### src/fpfb_pkg.sv
package fpfb_pkg;

   // Width of the wide compares against the fixed decision constants
   localparam int WIDE_BITS = 54;

   localparam int NUMBER_BITS_DEFAULT = 54;

   localparam logic [WIDE_BITS-1:0] RANGE_LIMIT      = 54'd10000000000000000;
   localparam logic [WIDE_BITS-1:0] PSEUDO_EXCEPTION = 54'd46856248255981;

   localparam int BASE_COUNT    = 5;
   localparam int BASE_IDX_BITS = 3;
   localparam int BASE_BITS     = 15;
   localparam int BASE_CNT_BITS = 4;

   localparam logic [BASE_BITS-1:0] BASE_TWO   = 15'd2;
   localparam logic [BASE_BITS-1:0] BASE_THREE = 15'd3;
   localparam logic [BASE_BITS-1:0] BASE_SEVEN = 15'd7;
   localparam logic [BASE_BITS-1:0] BASE_SIXTY = 15'd61;
   localparam logic [BASE_BITS-1:0] BASE_LARGE = 15'd24251;

   localparam logic [BASE_IDX_BITS-1:0] LAST_BASE_IDX = 3'd4;

   function automatic logic [BASE_BITS-1:0] base_value(input logic [BASE_IDX_BITS-1:0] idx);
      logic [BASE_BITS-1:0] val;
      case (idx)
         3'd0: val = BASE_TWO;
         3'd1: val = BASE_THREE;
         3'd2: val = BASE_SEVEN;
         3'd3: val = BASE_SIXTY;
         3'd4: val = BASE_LARGE;
         default: val = BASE_TWO;
      endcase
      return val;
   endfunction

endpackage

### src/fermat_primality_fixed_bases.sv
// Fermat primality decision over the fixed bases 2, 3, 7, 61 and 24251.
//
// Input channel (req_): one word carries an unsigned number of NUMBER_BITS bits.
// Result channel (rsp_): one word per input, with is_prime and out_of_range.
// A word moves on a rising edge where valid is high and stall is low.
//
// Numbers below 2, above 10^16, the known pseudoprime 46856248255981 and the
// bases themselves are decided at once: the verdict is set as the input word is
// taken and passes through ST_FINISH into the output register. Every other
// number runs base^(n-1) mod n for each base in turn, by right-to-left
// square-and-multiply on one bit-serial modular multiplier that handles one
// multiplier bit per cycle. Per base that is a base reduction over the 15 base
// bits, then for each exponent bit one squaring and, where the bit is set, one
// product; the walk stops early at the first failing base.
//
// One number is in work at a time; req_stall is high from acceptance until the
// result is handed to the output register. A finished result waits in that
// register while rsp_stall is high and the next number is already taken.
// Reset empties the output register and returns the control to idle.
module fermat_primality_fixed_bases #(
   parameter int NUMBER_BITS = fpfb_pkg::NUMBER_BITS_DEFAULT
) (
   input  logic                   clock,
   input  logic                   reset,
   input  logic                   req_valid,
   output logic                   req_stall,
   input  logic [NUMBER_BITS-1:0] req_number,
   output logic                   rsp_valid,
   input  logic                   rsp_stall,
   output logic                   rsp_is_prime,
   output logic                   rsp_out_of_range
);

   localparam logic [2:0] ST_IDLE   = 3'd0;
   localparam logic [2:0] ST_REDUCE = 3'd1;
   localparam logic [2:0] ST_EXP    = 3'd2;
   localparam logic [2:0] ST_MUL_R  = 3'd3;
   localparam logic [2:0] ST_MUL_P  = 3'd4;
   localparam logic [2:0] ST_FINISH = 3'd5;

   logic [2:0]                           state_ff, state_in;
   logic [NUMBER_BITS-1:0]               m_ff, m_in;
   logic [NUMBER_BITS-1:0]               e_ff, e_in;
   logic [NUMBER_BITS-1:0]               power_ff, power_in;
   logic [NUMBER_BITS-1:0]               result_ff, result_in;
   logic [fpfb_pkg::BASE_IDX_BITS-1:0]   base_idx_ff, base_idx_in;
   logic [fpfb_pkg::BASE_CNT_BITS-1:0]   bit_cnt_ff, bit_cnt_in;
   logic                                 verdict_ff, verdict_in;
   logic                                 oor_ff, oor_in;
   logic                                 rsp_valid_ff, rsp_valid_in;
   logic                                 rsp_is_prime_ff, rsp_is_prime_in;
   logic                                 rsp_oor_ff, rsp_oor_in;

   logic [fpfb_pkg::WIDE_BITS-1:0]       number_wide;
   logic                                 is_base;
   logic [fpfb_pkg::BASE_BITS-1:0]       base_cur;
   logic [NUMBER_BITS:0]                 red_t;
   logic [NUMBER_BITS:0]                 red_s;
   logic                                 mul_start;
   logic                                 mul_done;
   logic [NUMBER_BITS-1:0]               mul_x;
   logic [NUMBER_BITS-1:0]               mul_prod;
   logic                                 out_free;
   logic                                 req_accept;

   assign number_wide = fpfb_pkg::WIDE_BITS'(req_number);
   assign is_base = (number_wide == fpfb_pkg::WIDE_BITS'(fpfb_pkg::BASE_TWO))   ||
                    (number_wide == fpfb_pkg::WIDE_BITS'(fpfb_pkg::BASE_THREE)) ||
                    (number_wide == fpfb_pkg::WIDE_BITS'(fpfb_pkg::BASE_SEVEN)) ||
                    (number_wide == fpfb_pkg::WIDE_BITS'(fpfb_pkg::BASE_SIXTY)) ||
                    (number_wide == fpfb_pkg::WIDE_BITS'(fpfb_pkg::BASE_LARGE));

   assign base_cur = fpfb_pkg::base_value(base_idx_ff);

   // base mod m, most significant base bit first; 2r + bit stays below 2m
   assign red_t = {power_ff, base_cur[bit_cnt_ff]};
   assign red_s = (red_t >= {1'b0, m_ff}) ? (red_t - {1'b0, m_ff}) : red_t;

   assign req_accept = req_valid && !req_stall;
   assign out_free   = !rsp_valid_ff || !rsp_stall;

   assign mul_x = (state_ff == ST_EXP && e_ff[0]) ? result_ff : power_ff;

   always_comb begin
      state_in        = state_ff;
      m_in            = m_ff;
      e_in            = e_ff;
      power_in        = power_ff;
      result_in       = result_ff;
      base_idx_in     = base_idx_ff;
      bit_cnt_in      = bit_cnt_ff;
      verdict_in      = verdict_ff;
      oor_in          = oor_ff;
      rsp_valid_in    = rsp_valid_ff && rsp_stall;
      rsp_is_prime_in = rsp_is_prime_ff;
      rsp_oor_in      = rsp_oor_ff;
      mul_start       = 1'b0;
      case (state_ff)
         ST_IDLE: begin
            if (req_accept) begin
               m_in        = req_number;
               base_idx_in = '0;
               power_in    = '0;
               bit_cnt_in  = fpfb_pkg::BASE_CNT_BITS'(fpfb_pkg::BASE_BITS - 1);
               verdict_in  = 1'b0;
               oor_in      = 1'b0;
               state_in    = ST_FINISH;
               if (number_wide > fpfb_pkg::RANGE_LIMIT) begin
                  oor_in = 1'b1;
               end else if (number_wide < fpfb_pkg::WIDE_BITS'(2) ||
                            number_wide == fpfb_pkg::PSEUDO_EXCEPTION) begin
                  verdict_in = 1'b0;
               end else if (is_base) begin
                  verdict_in = 1'b1;
               end else begin
                  state_in = ST_REDUCE;
               end
            end
         end
         ST_REDUCE: begin
            power_in = red_s[NUMBER_BITS-1:0];
            if (bit_cnt_ff == '0) begin
               result_in = NUMBER_BITS'(1);
               e_in      = m_ff - NUMBER_BITS'(1);
               state_in  = ST_EXP;
            end else begin
               bit_cnt_in = bit_cnt_ff - 1'b1;
            end
         end
         ST_EXP: begin
            if (e_ff == '0) begin
               if (result_ff != NUMBER_BITS'(1)) begin
                  verdict_in = 1'b0;
                  state_in   = ST_FINISH;
               end else if (base_idx_ff == fpfb_pkg::LAST_BASE_IDX) begin
                  verdict_in = 1'b1;
                  state_in   = ST_FINISH;
               end else begin
                  base_idx_in = base_idx_ff + 1'b1;
                  power_in    = '0;
                  bit_cnt_in  = fpfb_pkg::BASE_CNT_BITS'(fpfb_pkg::BASE_BITS - 1);
                  state_in    = ST_REDUCE;
               end
            end else begin
               mul_start = 1'b1;
               state_in  = e_ff[0] ? ST_MUL_R : ST_MUL_P;
            end
         end
         ST_MUL_R: begin
            if (mul_done) begin
               result_in = mul_prod;
               mul_start = 1'b1;
               state_in  = ST_MUL_P;
            end
         end
         ST_MUL_P: begin
            if (mul_done) begin
               power_in = mul_prod;
               e_in     = {1'b0, e_ff[NUMBER_BITS-1:1]};
               state_in = ST_EXP;
            end
         end
         ST_FINISH: begin
            // hold the verdict until the output register can take it
            if (out_free) begin
               rsp_valid_in    = 1'b1;
               rsp_is_prime_in = verdict_ff;
               rsp_oor_in      = oor_ff;
               state_in        = ST_IDLE;
            end
         end
         default: begin
            state_in = ST_IDLE;
         end
      endcase
   end

   fpfb_mulmod #(
      .NUMBER_BITS(NUMBER_BITS)
   ) u_mulmod (
      .clock   (clock),
      .reset   (reset),
      .start   (mul_start),
      .op_x    (mul_x),
      .op_y    (power_ff),
      .modulus (m_ff),
      .done    (mul_done),
      .product (mul_prod)
   );

   always_ff @(posedge clock) begin
      m_ff            <= m_in;
      e_ff            <= e_in;
      power_ff        <= power_in;
      result_ff       <= result_in;
      bit_cnt_ff      <= bit_cnt_in;
      verdict_ff      <= verdict_in;
      oor_ff          <= oor_in;
      rsp_is_prime_ff <= rsp_is_prime_in;
      rsp_oor_ff      <= rsp_oor_in;
      if (reset) begin
         state_ff     <= ST_IDLE;
         base_idx_ff  <= '0;
         rsp_valid_ff <= 1'b0;
      end else begin
         state_ff     <= state_in;
         base_idx_ff  <= base_idx_in;
         rsp_valid_ff <= rsp_valid_in;
      end
   end

   assign req_stall        = (state_ff != ST_IDLE);
   assign rsp_valid        = rsp_valid_ff;
   assign rsp_is_prime     = rsp_is_prime_ff;
   assign rsp_out_of_range = rsp_oor_ff;

   a_done_in_mul: assert property (@(posedge clock) disable iff (reset)
      mul_done |-> (state_ff == ST_MUL_R || state_ff == ST_MUL_P))
      else $error("multiplier finished outside a multiply state");

   a_power_reduced: assert property (@(posedge clock) disable iff (reset)
      state_ff == ST_EXP |-> power_ff < m_ff)
      else $error("power not reduced below the modulus");

   a_result_reduced: assert property (@(posedge clock) disable iff (reset)
      state_ff == ST_EXP |-> result_ff < m_ff)
      else $error("running result not reduced below the modulus");

   a_word_from_finish: assert property (@(posedge clock) disable iff (reset)
      $rose(rsp_valid_ff) |-> $past(state_ff) == ST_FINISH)
      else $error("result word raised without a finished verdict");

   a_base_idx_range: assert property (@(posedge clock) disable iff (reset)
      state_ff != ST_IDLE |-> base_idx_ff <= fpfb_pkg::LAST_BASE_IDX)
      else $error("base index beyond the last base");

endmodule

### src/fpfb_mulmod.sv
module fpfb_mulmod #(
   parameter int NUMBER_BITS = fpfb_pkg::NUMBER_BITS_DEFAULT
) (
   input  logic                   clock,
   input  logic                   reset,
   input  logic                   start,
   input  logic [NUMBER_BITS-1:0] op_x,
   input  logic [NUMBER_BITS-1:0] op_y,
   input  logic [NUMBER_BITS-1:0] modulus,
   output logic                   done,
   output logic [NUMBER_BITS-1:0] product
);

   logic [NUMBER_BITS-1:0] acc_ff, acc_in;
   logic [NUMBER_BITS-1:0] x_ff, x_in;
   logic [NUMBER_BITS-1:0] y_ff, y_in;
   logic                   busy_ff, busy_in;
   logic                   done_ff, done_in;

   // a, b < m: one add and at most one subtract
   function automatic logic [NUMBER_BITS-1:0] add_mod(input logic [NUMBER_BITS-1:0] a,
                                                      input logic [NUMBER_BITS-1:0] b,
                                                      input logic [NUMBER_BITS-1:0] m);
      logic [NUMBER_BITS:0] s;
      s = {1'b0, a} + {1'b0, b};
      if (s >= {1'b0, m}) begin
         s = s - {1'b0, m};
      end
      return s[NUMBER_BITS-1:0];
   endfunction

   // one multiplier bit per cycle, least significant first; stop once it runs dry
   always_comb begin
      acc_in  = acc_ff;
      x_in    = x_ff;
      y_in    = y_ff;
      busy_in = busy_ff;
      done_in = 1'b0;
      if (start) begin
         acc_in  = '0;
         x_in    = op_x;
         y_in    = op_y;
         busy_in = 1'b1;
      end else if (busy_ff) begin
         if (y_ff == '0) begin
            busy_in = 1'b0;
            done_in = 1'b1;
         end else begin
            if (y_ff[0]) begin
               acc_in = add_mod(acc_ff, x_ff, modulus);
            end
            x_in = add_mod(x_ff, x_ff, modulus);
            y_in = {1'b0, y_ff[NUMBER_BITS-1:1]};
         end
      end
   end

   always_ff @(posedge clock) begin
      acc_ff <= acc_in;
      x_ff   <= x_in;
      y_ff   <= y_in;
      if (reset) begin
         busy_ff <= 1'b0;
         done_ff <= 1'b0;
      end else begin
         busy_ff <= busy_in;
         done_ff <= done_in;
      end
   end

   assign done    = done_ff;
   assign product = acc_ff;

endmodule
### config.mk
export PLATFORM = sky130hd
export DESIGN_NAME = fermat_primality_fixed_bases
export DESIGN_NICKNAME = d
export VERILOG_FILES = /design/src/fpfb_pkg.sv /design/src/fermat_primality_fixed_bases.sv /design/src/fpfb_mulmod.sv
export SDC_FILE = /design/constraint.sdc
export NUM_CORES = 1
export LEC_CHECK = 0
export ABC_AREA = 1
export BUFFER_PORTS_ARGS = -buffer_cell sky130_fd_sc_hd__buf_2
export CORE_ASPECT_RATIO = 1.25
export CORE_MARGIN = 2
export CORE_UTILIZATION = 50
export CTS_CLUSTER_SIZE = 10
export DETAILED_ROUTE_END_ITERATION = 16
export MAX_ROUTING_LAYER = met4
export PLACE_DENSITY = 0.66
export SLEW_MARGIN = 20
export SYNTH_ARGS = -nofsm -noshare
export SYNTH_HDL_FRONTEND = slang
export SYNTH_SLANG_ARGS = --single-unit
### constraint.sdc
create_clock -name clock -period 17.8 [get_ports clock]
set_input_delay 0.89 -clock clock [delete_from_list [all_inputs] [get_ports clock]]
set_output_delay 0.89 -clock clock [all_outputs]
set_load 0.02 [all_outputs]
==> flow_summary.yaml, run 1 <==
grt:
  grt_pass1_wl_um: 247000
  antenna_found_initial: 10
  track_usage_pct: 44.1
  grt_max_degree: 105
  grt_pass1_vias: 39500
  overflow: 0
route:
  drtPass1Iterations: 6
  vias_per_cell: 5.83
  routed_wl_um: 171000
  first_iter_violations: 4507
  vias: 40900
  drc: 0
  routedWlPerCell_um: 24.4
  ant_nets: 0
die:
  core_area_um2: 75600
  chipHeight_um: 312
  die_x_um: 251
  boundaryPins: 62
  die_area_um2: 78200
  num_rows: 113
  initial_core_util_pct: 50.2
sta:
  slew_headroom_pct: 18.0
  slew_viol_final: 0
  fmax_mhz: 171
  final-setup-viol-count: 0
  worstMarginPinSlew_ps: 1220
  rsz0062_at_grt: "no"
  finalHoldViolations: 0
  fin_setup_tns_ps: 0
  period_needed_ps: 5850
  clock_skew_ps: 31.3
  finalCritPeriodShare_pct: 32.9
clock_network:
  cts.path.max_buffers: 3
  ctsResizeCount: 0
  cts-buffers-inserted: 48
  clock-sinks: 395
  insertion_delay_ps: 640
  cts_tree: "built"
  clkSlewWorstSetupHoldPaths_ps: 60
  cts-root-buf: "clkbuf_16"
  ctsHoldBuffers: 0
  cts_setup_buffers: 0
  cts_max_level: 2
setup_path:
  cp.arrival_ps: 6320
  r2r-start: "u_mulmod.x_ff[0]"
  cpPeakStageDelay_ps: 430
  critPathRequiredTime_ps: 18270
  timing.rr.end: "u_mulmod.product[51]"
  critPathBufInv: 6
  worstSetupPathType: "flip-flop to flip-flop"
  cp_slowest_cell: "fa_1"
  crit_path_max_fanout: 55
  startpoint_type: "flip-flop"
  crit_family: "simple AND/OR/NAND/NOR gates"
  crit_path_frequent_cell: "nand2_1"
  cp-end-kind: "flip-flop"
  reg2reg_depth: 28
  worst-r2r-setup-slack_ps: 11950
status:
  outcome: "finished, final reports clean"
synthesis:
  syn_nets: 6258
  synth_enable_flop_cells: 332
  syn_area_um2: 38000
  yosysUniqueCellTypes: 56
  ys_seq_area_share_pct: 29.6
  ys.flop_type: "edfxtp_1"
  async_reset_ff_share_pct: 0
  yosys-top-cells-area: "edfxtp_1 (26%), nand2_1 (19%), inv_1 (9.8%)"
  syn_inst: 5974
  synth_seq_cells: 395
  syn_avg_cell_area_um2: 6.36
  synth_top_area_share_pct: 26.2
  yosysTopAreaCell: "edfxtp_1"
  yosys_warnings: 0
job:
  max-cap-violations: 0
placement:
  hpwl_um: 141000
  gp_congestion: 1.09
  portBuffers: 61
final_layout:
  fillers: 7872
  nNetsFinal: 6277
  drive_above_1_share_pct: 4.31
  syn_to_final_growth_pct: 7.23
hold_path:
  whs_path_depth: 0
  whs_endpoint: "rsp_out_of_range"
  min-delay-start: "oor_ff"
  hold_class: "flip-flop to flip-flop"
[kinds of logic after synthesis]
logic type               share of synthesized area [%]
buffers and inverters                             11.5
adder cells (fa/ha/maj)                           7.52
AO/OA/AOI/OAI                                     12.0
flip-flops                                        29.6
XOR/XNOR                                          3.27
AND/OR/NAND/NOR                                   36.0
multiplexers                                     0.148
[registers in the layout (all words and copies together) (netlist names)]
signal            cells
rsp_valid             1
verdict_ff            1
rsp_is_prime          1
result_ff            54
u_mulmod.done         1
oor_ff                1
u_mulmod.y_ff        54
power_ff             54
u_mulmod.busy_ff      1
m_ff                 54
bit_cnt_ff            4
rsp_out_of_range      1
e_ff                 54
u_mulmod.x_ff        54
state_ff              3
base_idx_ff           3
u_mulmod.product     54
[cell usage in the layout, fill, tap and decap left out, types with 26 or more instances in the layout]
cell type / Yosys / routed
o21bai_1: 32 / 32
nand3_1: 391 / 390
edfxtp_1: 332 / 332
nand2_1: 1873 / 1869
clkbuf_1: 47 / 26
nand4_1: 115 / 115
o21ai_0: 307 / 306
xnor2_1: 63 / 63
a21o_1: 28 / 28
nor4_1: 37 / 37
a21oi_1: 340 / 339
xor2_1: 79 / 79
buf_2: 38 / 61
ha_1: 222 / 222
inv_1: 990 / 988
nor3_1: 69 / 68
nor2_1: 670 / 669
nand3b_1: 31 / 31
clkbuf_16: 0 / 50
dfxtp_1: 63 / 63
[cells in the mapped netlist (3+ instances only)]
cell,n
nand2_1,1873
inv_1,990
nor2_1,670
nand3_1,391
a21oi_1,340
edfxtp_1,332
o21ai_0,307
ha_1,222
nand4_1,115
xor2_1,79
nor3_1,69
dfxtp_1,63
xnor2_1,63
clkbuf_1,47
buf_2,38
nor4_1,37
o21bai_1,32
nand3b_1,31
a21o_1,28
a31oi_1,23
o21ai_1,22
o211ai_2,19
inv_2,18
o21a_1,14
buf_1,12
a21boi_0,10
nor2_2,10
buf_4,9
nand3_2,9
or2_2,9
buf_6,8
or2_1,8
and2_1,7
nand2_2,7
o22ai_2,7
or2_0,6
a21oi_2,5
and3_1,5
mux2_2,5
fa_1,4
nor2_4,4
o211ai_1,4
nor3b_1,3
[metrics by stage]
step                      worst slack (ps)  utilization, %  hold slack, ps  cells  instance area [µm²]
after CTS                            12020            53.8             418   7010                40700
after global routing                 11630            53.8             429   7014                40700
after floorplan                      11700               -             400   5974                38000
after detailed placement             12050            51.8             405   6920                39200
final                                11950            53.8             417   7015                40700
after global placement               12080            51.8             402   6920                39200
[layout make-up]
type	count	area [µm²]	share of cell area, %
Multi-Input combinational cell	4456	22500	55.2
Timing Repair Buffer	83	478	1.17
Clock inverter	5	61.3	0.151
Sequential cell	395	11200	27.6
Clock buffer	85	1470	3.62
Tap cell	977	1220	3.00
Inverter	1009	3790	9.30
Antenna cell	5	12.5	0.0307
[worst max path at each step]
stage,start,endpoint,slack (ps),cells past startpoint
after CTS,u_mulmod.x_ff[0],u_mulmod.product[51],12020,30
after floorplan,state_ff[0],power_ff[0],11700,5
final,u_mulmod.x_ff[0],u_mulmod.product[51],11950,28
after detailed placement,u_mulmod.x_ff[0],u_mulmod.product[51],12050,30
after global placement,u_mulmod.x_ff[0],u_mulmod.product[50],12080,28
after global routing,u_mulmod.x_ff[0],u_mulmod.product[52],11630,30
[worst reg2reg max path, delay by kind of cell, from the launching register on]
family          cells  cell delay (ps)
simple gates       16             2440
fa+ha+maj           3             1170
buf+inv             6             1110
flops               1              420
compound gates      2              350
xor+xnor            1              210
[metal layers]
layer  vias up  track usage, %  part of all wire, %
met4         0            36.0                   10
met2      2062            71.2                   46
li1      19300               -                    -
met5         -               -                    0
met3       659            7.29                  8.3
met1     18900            48.0                   36
Power of run 1 is left out: the tool's default activity adds up to more than one toggle a clock period on the data nets, which glitch-free logic cannot reach.
==> run 2, diff against run 1 <==
--- a/config.mk
+++ b/config.mk
@@ -13,7 +13,7 @@
 export CTS_CLUSTER_SIZE = 10
 export DETAILED_ROUTE_END_ITERATION = 16
 export MAX_ROUTING_LAYER = met4
-export PLACE_DENSITY = 0.66
+export PLACE_DENSITY = 0.68
 export SLEW_MARGIN = 20
 export SYNTH_ARGS = -nofsm -noshare
 export SYNTH_HDL_FRONTEND = slang
==> constraint.sdc (replaced) <==
create_clock -name clock -period 5.3 [get_ports clock]
set_input_delay 0.265 -clock clock [delete_from_list [all_inputs] [get_ports clock]]
set_output_delay 0.265 -clock clock [all_outputs]
set_load 0.02 [all_outputs]
==> run 2 against run 1 <==
  * Global-route usage rose by 1.6 points
  * Sequential share of layout area fell by 1.1 points
  * Wire length rose by 3.9%
  * Hold slack got worse by 250 ps
  * Cell count rose by 2.7%
  * First-iteration DRC count rose by 2.8%
  * Clock skew rose by 8.4 ps
  * Via count rose by 2.4%
  * Worst setup slack got worse by 12000 ps
  * Final area rose by 4.1%
  * Non-clock buffer count rose by 192
==> flow_summary.yaml, run 2 (synthesis results as in run 1) <==
route:
  vias_per_cell: 5.81
  drtPass1Iterations: 6
  ant_nets: 0
  first_iter_violations: 4634
  routed_wl_um: 178000
  routedWlPerCell_um: 24.6
  vias: 41900
  drc: 0
die:
  num_rows: 113
  chipHeight_um: 312
  die_area_um2: 78200
  die_x_um: 251
  core_area_um2: 75600
  initial_core_util_pct: 50.2
  boundaryPins: 62
hold_path:
  whs_endpoint: "state_ff[0]"
  hold_class: "input port to flip-flop"
  whs_path_depth: 5
  min-delay-start: "req_valid"
setup_path:
  crit_path_frequent_cell: "nand2_1"
  r2r-start: "u_mulmod.x_ff[38]"
  cp_slowest_cell: "ha_1"
  cpPeakStageDelay_ps: 480
  cp.arrival_ps: 5630
  crit_family: "simple AND/OR/NAND/NOR gates"
  timing.rr.end: "u_mulmod.product[0]"
  critPathBufInv: 3
  worstSetupPathType: "flip-flop to flip-flop"
  critPathRequiredTime_ps: 5790
  reg2reg_depth: 25
  cp-end-kind: "flip-flop"
  crit_path_max_fanout: 37
  worst-r2r-setup-slack_ps: 160
  startpoint_type: "flip-flop"
clock_network:
  clkSlewWorstSetupHoldPaths_ps: 60
  cts-buffers-inserted: 48
  cts_max_level: 2
  insertion_delay_ps: 650
  cts-root-buf: "clkbuf_16"
  cts.path.max_buffers: 3
  cts_tree: "built"
  clock-sinks: 395
  cts_setup_buffers: 0
grt:
  grt_pass1_wl_um: 254000
  grt_max_degree: 101
  track_usage_pct: 45.8
  grt_pass1_vias: 40200
  antenna_found_initial: 11
  overflow: 0
placement:
  portBuffers: 61
  hpwl_um: 148000
  place_inst: 7055
  place_area_um2: 40200
  gp_congestion: 1.12
job:
  max-cap-violations: 0
sta:
  fin_hold_ws_ps: 163
  slew_headroom_pct: 24.1
  slew_viol_final: 0
  clock_skew_ps: 39.6
  worstMarginPinSlew_ps: 1140
  fmax_mhz: 195
  final-setup-viol-count: 0
  finalHoldViolations: 0
  period_needed_ps: 5140
  finalCritPeriodShare_pct: 97.0
final_layout:
  final_cell_mix: "nand2_1 (1868), inv_1 (988), nor2_1 (667)"
  multi_input_area_um2: 22500
  fin_area_um2: 42400
  finalNonFillerCells: 7207
  fillers: 7718
  drive_above_1_share_pct: 6.39
  syn_to_final_growth_pct: 11.6
  fin_util_pct: 56.0
  final_common_cell: "nand2_1"
  seqCellArea_um2: 11200
  nNetsFinal: 6469
status:
  outcome: "finished, final reports clean"
run 2: cell types whose count changed in the layout (fill, tap and decap cells not counted), sizes merged:
cell	delta
diode	+1
dlygate4sd3	+57
buf	+135
bufinv	+2
clkbuf	-3
run 2: what timing repair did:
action	in CTS	in global routing
gates resized for setup	0	6
endpoints found under the setup margin	0	54
endpoints found under the hold margin	60	0
hold buffers	57	0
run 2: area by class of cell:
cell class	count	share of cell area (%)
antenna	6	0.0354
tap	977	2.88
timing repair buffer	275	4.94
clock buffer	82	3.35
clock inverter	7	0.286
inverter	1009	8.94
sequential	395	26.5
multi-input combinational	4456	53.1
run 2: layer usage:
layer  wire [µm]  vias up  GRT usage, %  part of all wire (%)
li1            -    19700             -                     -
met1       61900    19200          48.8                    35
met2       81500     2288          74.1                    46
met3       15000      699          7.00                   8.4
met4       19200        0          40.2                    11
met5           0        -             -                     0
run 2: how the worst max path moves through the flow:
stage / from / to / slack (ps) / cells past startpoint
after global placement: u_mulmod.x_ff[30] / u_mulmod.product[41] / 350 / 23
after global routing: u_mulmod.x_ff[38] / u_mulmod.product[0] / -40 / 25
after floorplan: state_ff[0] / result_ff[0] / 1030 / 5
after CTS: u_mulmod.x_ff[0] / u_mulmod.product[41] / 330 / 28
after detailed placement: u_mulmod.x_ff[0] / u_mulmod.product[41] / 350 / 28
final: u_mulmod.x_ff[38] / u_mulmod.product[0] / 160 / 25
run 2: per-stage QoR:
step                worst slack (ps)  TNS (ps)
detailed placement               355         0
finish                           161         0
global route                   -43.3      -107
floorplan                       1030         0
global placement                 349         0
CTS                              333         0
run 2: worst reg2reg max path: stages (launching register included):
cell      delay, ps
edfxtp_1        470
ha_1            480
nand2_1         150
nor2_1          240
nand2_1         200
inv_1           130
nand2_1         320
nor3_1          270
nand2_1         300
nand3b_1        190
nand2_1          70
nand2_1         110
inv_1            60
ha_1            360
nand2_1         110
nor2_1           70
and2_1          140
nand3_1          70
nor2_1           50
nor2_1          120
nand3_2         140
nor2_8          180
buf_4           400
nand3_1         190
nand3_1         120
a21oi_1          90
Power of run 2 is left out for the same reason.
